--- config.mk ---
export PLATFORM = sky130hd
export DESIGN_NAME = ahct_ctrl
export DESIGN_NICKNAME = d
export VERILOG_FILES = /design/src/rtl/ahct_pkg.sv /design/src/rtl/ahct_ctrl.sv
export SDC_FILE = /design/constraint.sdc
export NUM_CORES = 1
export LEC_CHECK = 0
export ABC_CLOCK_PERIOD_IN_PS = 1300
export BUFFER_PORTS_ARGS = -buffer_cell sky130_fd_sc_hd__buf_2
export CAP_MARGIN = 20
export CORE_AREA = 10 10 47 49
export DETAILED_ROUTE_END_ITERATION = 6
export DIE_AREA = 0 0 57 59
export MAX_ROUTING_LAYER = met4
export PLACE_DENSITY = 0.38
export SETUP_SLACK_MARGIN = 0.4
export SLEW_MARGIN = 25
export SYNTH_ARGS = -nofsm -noshare
export SYNTH_HDL_FRONTEND = slang
export SYNTH_SLANG_ARGS = --single-unit
--- constraint.sdc ---
create_clock -name clk -period 1.3 [get_ports clk]
set_input_delay 0.195 -clock clk [delete_from_list [all_inputs] [get_ports clk]]
set_output_delay 0.195 -clock clk [all_outputs]
set_load 0.02 [all_outputs]
--- src/rtl/ahct_pkg.sv ---
// ----------------------------------------------------------------------------
// ahct_pkg
// Shared types and constants for the address hit counter with trace buffer.
// ----------------------------------------------------------------------------
package ahct_pkg;

    localparam int unsigned TABLE_ENTRIES_DEF = 128;
    localparam int unsigned TRACE_DEPTH_DEF   = 1024;

    localparam int unsigned OP_W   = 2;
    localparam int unsigned ADDR_W = 32;
    localparam int unsigned IDX_W  = 10;
    localparam int unsigned CNT_W  = 32;
    localparam int unsigned LEN_W  = 11;
    localparam int unsigned USED_W = 8;

    typedef enum logic [OP_W-1:0] {
        OP_RECORD = 2'd0,
        OP_QUERY  = 2'd1,
        OP_TRACE  = 2'd2,
        OP_CLEAR  = 2'd3
    } op_t;

    typedef enum logic [1:0] {
        ST_IDLE,
        ST_SEARCH,
        ST_TRACE,
        ST_FINISH
    } ctl_state_t;

    // controller -> datapath
    typedef struct packed {
        logic accept;   // take the request beat into the datapath
        logic search;   // step the table scan
        logic finish;   // commit updates and load the result register
    } dp_cmd_t;

    // datapath -> controller
    typedef struct packed {
        logic search_done;  // key found or table exhausted
        logic out_free;     // result register can take a new beat
    } dp_sts_t;

endpackage

--- src/rtl/ahct_ctrl.sv ---
// ----------------------------------------------------------------------------
// ahct_ctrl
// Sequencer: accept, scan the table or fetch a trace entry (clear does neither), then commit.
// ----------------------------------------------------------------------------
module ahct_ctrl (
    input  logic              clk,
    input  logic              rst_n,
    input  logic              req_valid,
    output logic              req_ready,
    input  logic [1:0]        op,
    input  ahct_pkg::dp_sts_t sts,
    output ahct_pkg::dp_cmd_t cmd
);

    ahct_pkg::ctl_state_t state_reg;
    ahct_pkg::ctl_state_t state_next;
    ahct_pkg::op_t        req_op;

    assign req_op = ahct_pkg::op_t'(op);

    always_ff @(posedge clk or negedge rst_n)
    begin
        if (!rst_n)
        begin
            state_reg <= ahct_pkg::ST_IDLE;
        end
        else
        begin
            state_reg <= state_next;
        end
    end

    // next state
    always_comb
    begin
        state_next = state_reg;
        unique case (state_reg)
            ahct_pkg::ST_IDLE:
            begin
                if (req_valid)
                begin
                    unique case (req_op)
                        ahct_pkg::OP_RECORD,
                        ahct_pkg::OP_QUERY: state_next = ahct_pkg::ST_SEARCH;
                        ahct_pkg::OP_TRACE: state_next = ahct_pkg::ST_TRACE;
                        ahct_pkg::OP_CLEAR: state_next = ahct_pkg::ST_FINISH;
                        default:            state_next = ahct_pkg::ST_FINISH;
                    endcase
                end
            end
            ahct_pkg::ST_SEARCH:
            begin
                if (sts.search_done)
                begin
                    state_next = ahct_pkg::ST_FINISH;
                end
            end
            ahct_pkg::ST_TRACE:
            begin
                state_next = ahct_pkg::ST_FINISH;
            end
            ahct_pkg::ST_FINISH:
            begin
                if (sts.out_free)
                begin
                    state_next = ahct_pkg::ST_IDLE;
                end
            end
            default:
            begin
                state_next = ahct_pkg::ST_IDLE;
            end
        endcase
    end

    // outputs
    always_comb
    begin
        req_ready  = (state_reg == ahct_pkg::ST_IDLE);
        cmd.accept = (state_reg == ahct_pkg::ST_IDLE) && req_valid;
        cmd.search = (state_reg == ahct_pkg::ST_SEARCH);
        cmd.finish = (state_reg == ahct_pkg::ST_FINISH) && sts.out_free;
    end

endmodule

==> results of run 1 <==
cells in the final DEF, fill, tap and decap left out, drive strengths merged:
| cell | instances |
|---|---|
| clkbuf | 3 |
| o21ai | 1 |
| dfrtp | 2 |
| dlygate4sd3 | 1 |
| inv | 5 |
| and2 | 2 |
| mux2i | 3 |
| buf | 18 |
| nand3b | 1 |
| ha | 4 |
| a222oi | 1 |
cells by family after synthesis:
group                    Yosys count  share of synthesized area, %
adder cells (fa/ha/maj)            4                         27.03
AND/OR/NAND/NOR                    3                         11.49
multiplexers                       3                         16.22
AO/OA/AOI/OAI                      2                         8.106
buffers and inverters              5                         10.14
flip-flops                         2                         27.03
synth_stat cells:
| cell | n |
|---|---|
| o21ai_0 | 1 |
| ha_1 | 4 |
| a222oi_1 | 1 |
| dfrtp_1 | 2 |
| mux2i_1 | 3 |
| and2_1 | 1 |
| and2_2 | 1 |
| inv_1 | 5 |
| nand3b_1 | 1 |
per-layer routing:
layer  up-vias  global-route usage [%]
met1        91                   3.473
met3         2                   3.219
met5         -                       -
li1        107                       -
met4         0                   4.027
met2        11                   5.271
cell type report:
type                            count  area, sq um
Fill cell                         161        997.2
Timing Repair Buffer               19        146.4
Multi-Input combinational cell     12        145.1
Sequential cell                     2        51.30
Clock buffer                        3        22.52
Tap cell                           16        20.02
Inverter                            5        18.77
per-stage QoR:
step / cells / setup TNS [ps] / util [%] / total power [mW] / hold slack [ps]
floorplan: 19 / -141.5 / - / 0.5069 / -100.6
global placement: 49 / -157.2 / 22.32 / 0.6576 / -18.97
detailed placement: 49 / -219.1 / 22.32 / 0.6819 / -16.83
CTS: 56 / -365.9 / 27.77 / 0.9720 / 274.2
global route: 57 / -686.3 / 28.84 / 1.091 / 296.8
finish: 57 / -329.0 / 28.84 / 1.001 / 286.1
what timing repair did:
action	4_1_cts	5_1_grt
resized for setup	9	2
gates cloned	0	0
endpoints found under the setup margin	6	6
hold buffers	1	0
hold endpoints to repair	2	0
setup buffers	3	1
pin swaps	3	1
worst max-delay path, stage by stage, from the launching register on:
cell and delay, ps:
dfrtp_2 430, inv_2 90, ha_4 140, buf_6 90
and2_4 120, buf_6 110
path summary, 6_finish.rpt:
kind | startpoint | to | slack [ps] | depth (start not counted)
max | state_reg[0]$_DFFE_PN0P_ | cmd[2] | -100 | 5
min | rst_n | state_reg[1]$_DFFE_PN0P_ | 290 | 2
max reg2reg | state_reg[0]$_DFFE_PN0P_ | state_reg[0]$_DFFE_PN0P_ | -70 | 4
min reg2reg | state_reg[1]$_DFFE_PN0P_ | state_reg[1]$_DFFE_PN0P_ | 810 | 4
max in group asynchronous | rst_n | state_reg[0]$_DFFE_PN0P_ | 910 | 2
min in group clk | op[1] | state_reg[1]$_DFFE_PN0P_ | 300 | 3
power by group through the flow:
| stage | sequential [mW] | clock, mW | combinational [mW] |
|---|---|---|---|
| final | 0.139 | 0.135 | 0.727 |
| after global routing | 0.145 | 0.154 | 0.792 |
| after CTS | 0.140 | 0.146 | 0.685 |
| after detailed placement | 0.140 | 0 | 0.542 |
| after global placement | 0.135 | 0 | 0.522 |
| after floorplan | 0.131 | 0 | 0.376 |
==> metrics.md, run 1 <==
| Metric | Value |
|---|---|
| Mapped Area | `~190 sq um` |
| Cell area after placement | `about 310 sq um` |
| Row cnt | `14` |
| Global-route wire length before repair | `between 900 and 1000 um` |
| Final slew viol count | `0` |
| Core box area | `around 0.0014 sq mm` |
| Critical path class | `flop to output pin` |
| Max layer used | `met4` |
| Crit-path max FO | `3` |
| Largest net degree at the start of global routing | `4` |
| Top cell type's share of synthesized area | `around 27%` |
| CTS buffer count | `3` |
| Final HPWL DP | `roughly 440 um` |
| Wirelength per Cell | `~9.6 um` |
| Post-Route WL | `between 500 and 600 um` |
| Die area | `about 0.0034 sq mm` |
| Yosys cell types | `9` |
| Input/output buffers | `10` |
| Startpoint types | `flop` |
| Fin crit share | `107.4%` |
| Sw Pwr | `371.7 uW` |
| TritonCTS sink count | `2` |
| Final instance area | `a little over 400 sq um` |
| Final setup viols | `5` |
| Vias/cell | `3.702` |
| Global route overflow | `0` |
| Register share of total power | `between 10 and 15%` |
| RSZ-0062 raised after global routing | `true` |
| Peak supply drop | `between 0.0009 and 0.001 V` |
| Yosys top cell by area | `dfrtp_1` |
| Worst hold path type | `primary input to asynchronous set/reset pin` |
| Initial Util | `a little over an eighth` |
| # IOs | `11` |
| Leak | `roughly 0.22 nW` |
| Synth warn | `0` |
| Clock Tree Buf Depth | `2` |
| Routed Antenna Nets | `0` |
| Worst slack, placed | `-110.6 ps` |
| WL met2 | `221 um` |
| Worst-margin pin slew | `322.6 ps` |
| H-tree levels | `1` |
| Hold Violations, Final | `0` |
| Clk root buf | `clkbuf_4` |
| Outcome | `complete, but fails checks` |
| Vias in the first global route | `244` |
| Syn nets | `30` |
| Seq/Total Area, Yosys | `27.03%` |
| Syn Area/Cell | `approximately 10 sq um` |
| Synth top area cells | `dfrtp_1, ha_1, mux2i_1` |
| ANT cells | `0` |
| Clock group share of total power | `13.5%` |
| Iteration-0 DRC Markers | `2` |
| Fin worst setup slack | `-96.21 ps` |
| Met3 wire length | `between 50 and 60 um` |
| Switching part of the total | `37.16%` |
| Cell count after synthesis | `19` |
| Post-synthesis register bit count | `2` |
| Final Skew | `approximately 0.21 ps` |
| Clk pin slew, worst setup/hold paths | `~30 ps` |
| CTS tree | `done` |
| Pint | `around 630 uW` |
| Combinational share of power | `about 73%` |
| Crit path required time | `around 1100 ps` |
| Nets | `54` |
| First-pass DRT Iterations | `4` |
| Wl on met1 | `264 um` |
| Flip-flop count of the largest register after layout | `2` |
| Antenna violations before repair | `0` |
| Total GRT Usage | `4.011%` |
| Min cycle time layout | `roughly 1400 ps` |
| Failing checks | `negative setup slack` |
| Max_cap viols | `0` |
| DR DRC count | `0` |
| Routed vias | `roughly 210` |
| WP data arrival | `between 1000 and 1500 ps` |
| Layout cell share with drive strength beyond 1 | `approximately two thirds` |
| Slew margin rel. | `approximately four fifths` |
| Die W | `between 50 and 60 um` |
| Final GP Congestion | `0.7321` |
| Achievable Freq | `approximately 700 MHz` |
| Area growth syn-to-layout | `118.2%` |
| Worst skew pair latency | `220 ps` |
| Pwr Density | `between 2000 and 2500 mW/mm^2` |
| Die height | `59 um` |
| Critical path endpoint category | `output pin` |
Note: power is estimated with default switching activity, not from simulation.
==> inputs of run 2 (changes only) <==
Settings changed: CELL_PAD_IN_SITES_DETAIL_PLACEMENT set to 1, CELL_PAD_IN_SITES_GLOBAL_PLACEMENT set to 1, PLACE_DENSITY 0.38 to 0.48, RECOVER_POWER set to 50.
==> metrics.md, run 2 (synthesized netlist as in run 1, its figures left out) <==
| Metric | Value |
|---|---|
| DR DRC count | `0` |
| Outcome | `complete, but fails checks` |
| Die height | `about 59 um` |
| Vias/cell | `3.864` |
| Fin crit share | `107.5%` |
| Final slew viol count | `0` |
| Worst skew pair latency | `approximately 220 ps` |
| Failing checks | `negative setup slack` |
| Power Total | `between 1 and 1.5 mW` |
| Final Skew | `between 2 and 3 ps` |
| Global route overflow | `0` |
| Fin util | `approximately a third` |
| Antenna violations before repair | `0` |
| Critical path class | `flop to output pin` |
| Total GRT Usage | `about 4.8%` |
| Most common cell after layout, fill and taps aside | `buf_6` |
| Fin worst setup slack | `-97.90 ps` |
| Die W | `between 50 and 60 um` |
| # IOs | `11` |
| Input/output buffers | `10` |
| Hold Violations, Final | `0` |
| Peak supply drop | `about 0.00098 V` |
| Final setup viols | `5` |
| Iteration-0 DRC Markers | `2` |
| Die area | `roughly 0.0034 sq mm` |
| H-tree levels | `1` |
| Largest net degree at the start of global routing | `4` |
| Final Non-Filler Cells | `59` |
| Post-Route WL | `717 um` |
| TritonCTS sink count | `2` |
| Worst hold path type | `primary input to asynchronous set/reset pin` |
| Clk root buf | `clkbuf_4` |
| Clk pin slew, worst setup/hold paths | `about 30 ps` |
| Min cycle time layout | `1398 ps` |
| Global-route wire length before repair | `~1200 um` |
| Crit path required time | `1110 ps` |
| Worst-margin pin slew | `289.4 ps` |
| Commonest non-fill, non-tap cells in the layout | `buf_6, buf_4, buf_2` |
| Fillers | `~160` |
| Placed insts | `50` |
| CTS tree | `done` |
| First-pass DRT Iterations | `4` |
| Final HPWL DP | `540.8 um` |
| WP data arrival | `1200 ps` |
| Critical path endpoint category | `output pin` |
| Slew margin rel. | `between 80% and 90%` |
| Final GP Congestion | `between 0.6 and 0.7` |
| Wirelength per Cell | `12.15 um` |
| Initial Util | `roughly an eighth` |
| Flip-flop count of the largest register after layout | `2` |
| Row cnt | `14` |
| Area growth syn-to-layout | `141.2%` |
| Nets | `56` |
| Clock Tree Buf Depth | `2` |
| RSZ-0062 raised after global routing | `true` |
| CTS buffer count | `3` |
| Max_cap viols | `0` |
| Startpoint types | `flop` |
| Layout cell share with drive strength beyond 1 | `between 70 and 80%` |
| Vias in the first global route | `roughly 300` |
| ANT cells | `0` |
| Leak | `0.2250 nW` |
| Routed vias | `228` |
| Crit-path max FO | `3` |
| Achievable Freq | `between 700 and 800 MHz` |
| Routed Antenna Nets | `0` |
| Core box area | `between 0.001 and 0.0015 sq mm` |
| Pwr Density | `roughly 2600 mW/mm^2` |
[run 2: cell count changes in the layout (fill, tap and decap cells not counted)]
cell / before / now
buf_6: 5 / 8
ha_4: 2 / 3
ha_1: 2 / 0
buf_2: 7 / 5
ha_2: 0 / 1
clkbuf_1: 0 / 1
[run 2: path summary, 6_finish.rpt]
path,start,endpoint,slack (ps),cells after the start
max,state_reg[0]$_DFFE_PN0P_,cmd[0],-100,4
min,rst_n,state_reg[0]$_DFFE_PN0P_,290,2
max reg2reg,state_reg[1]$_DFFE_PN0P_,state_reg[0]$_DFFE_PN0P_,-80,5
min reg2reg,state_reg[0]$_DFFE_PN0P_,state_reg[0]$_DFFE_PN0P_,840,4
max in group asynchronous,rst_n,state_reg[0]$_DFFE_PN0P_,870,2
min in group clk,op[1],state_reg[1]$_DFFE_PN0P_,330,3
[run 2: per-layer routing]
layer,wire length [um],up-vias,GRT usage [%]
li1,-,110,-
met1,293,107,3.929
met3,55,0,2.146
met4,0,0,4.027
met2,368,11,8.217
met5,0,-,-
[run 2: repair_timing]
item,in CTS,in global routing
setup endpoints to repair,6,6
pin swaps,3,0
endpoints found under the hold margin,2,0
buffers inserted,3,2
gates cloned,0,0
hold buffers,1,0
resized for setup,13,4
[run 2: where the power goes]
part / switching [mW] / total (mW) / internal [mW]
clock: 0.0365 / 0.139 / 0.102
sequential: 0.0367 / 0.139 / 0.103
combinational: 0.356 / 0.884 / 0.528
[run 2: stage by stage]
stage          area, sq um  TNS, ps  hold WS [ps]  worst slack, ps
6_report             446.7   -406.8         293.8           -97.90
5_1_grt              446.7   -754.4         306.1           -184.8
4_1_cts              421.7   -498.5         275.6           -134.6
3_5_place_dp         320.3   -177.8        -19.46           -97.41
3_3_place_gp         320.3   -117.2        -20.40           -59.44
2_1_floorplan        212.7   -141.5        -100.6           -70.76
[run 2: layout make-up]
cell class	instances	area, sq um	share of cell area (%)
multi-input combinational	12	160.2	35.85
tap	16	20.02	4.482
sequential	2	51.30	11.48
clock buffer	3	22.52	5.042
timing repair buffer	21	173.9	38.94
inverter	5	18.77	4.202
[run 2: worst max-delay path, stage by stage (launching register included)]
cell and delay (ps):
dfrtp_2 430, ha_2 190, buf_6 110, and2_4 130, buf_6 120
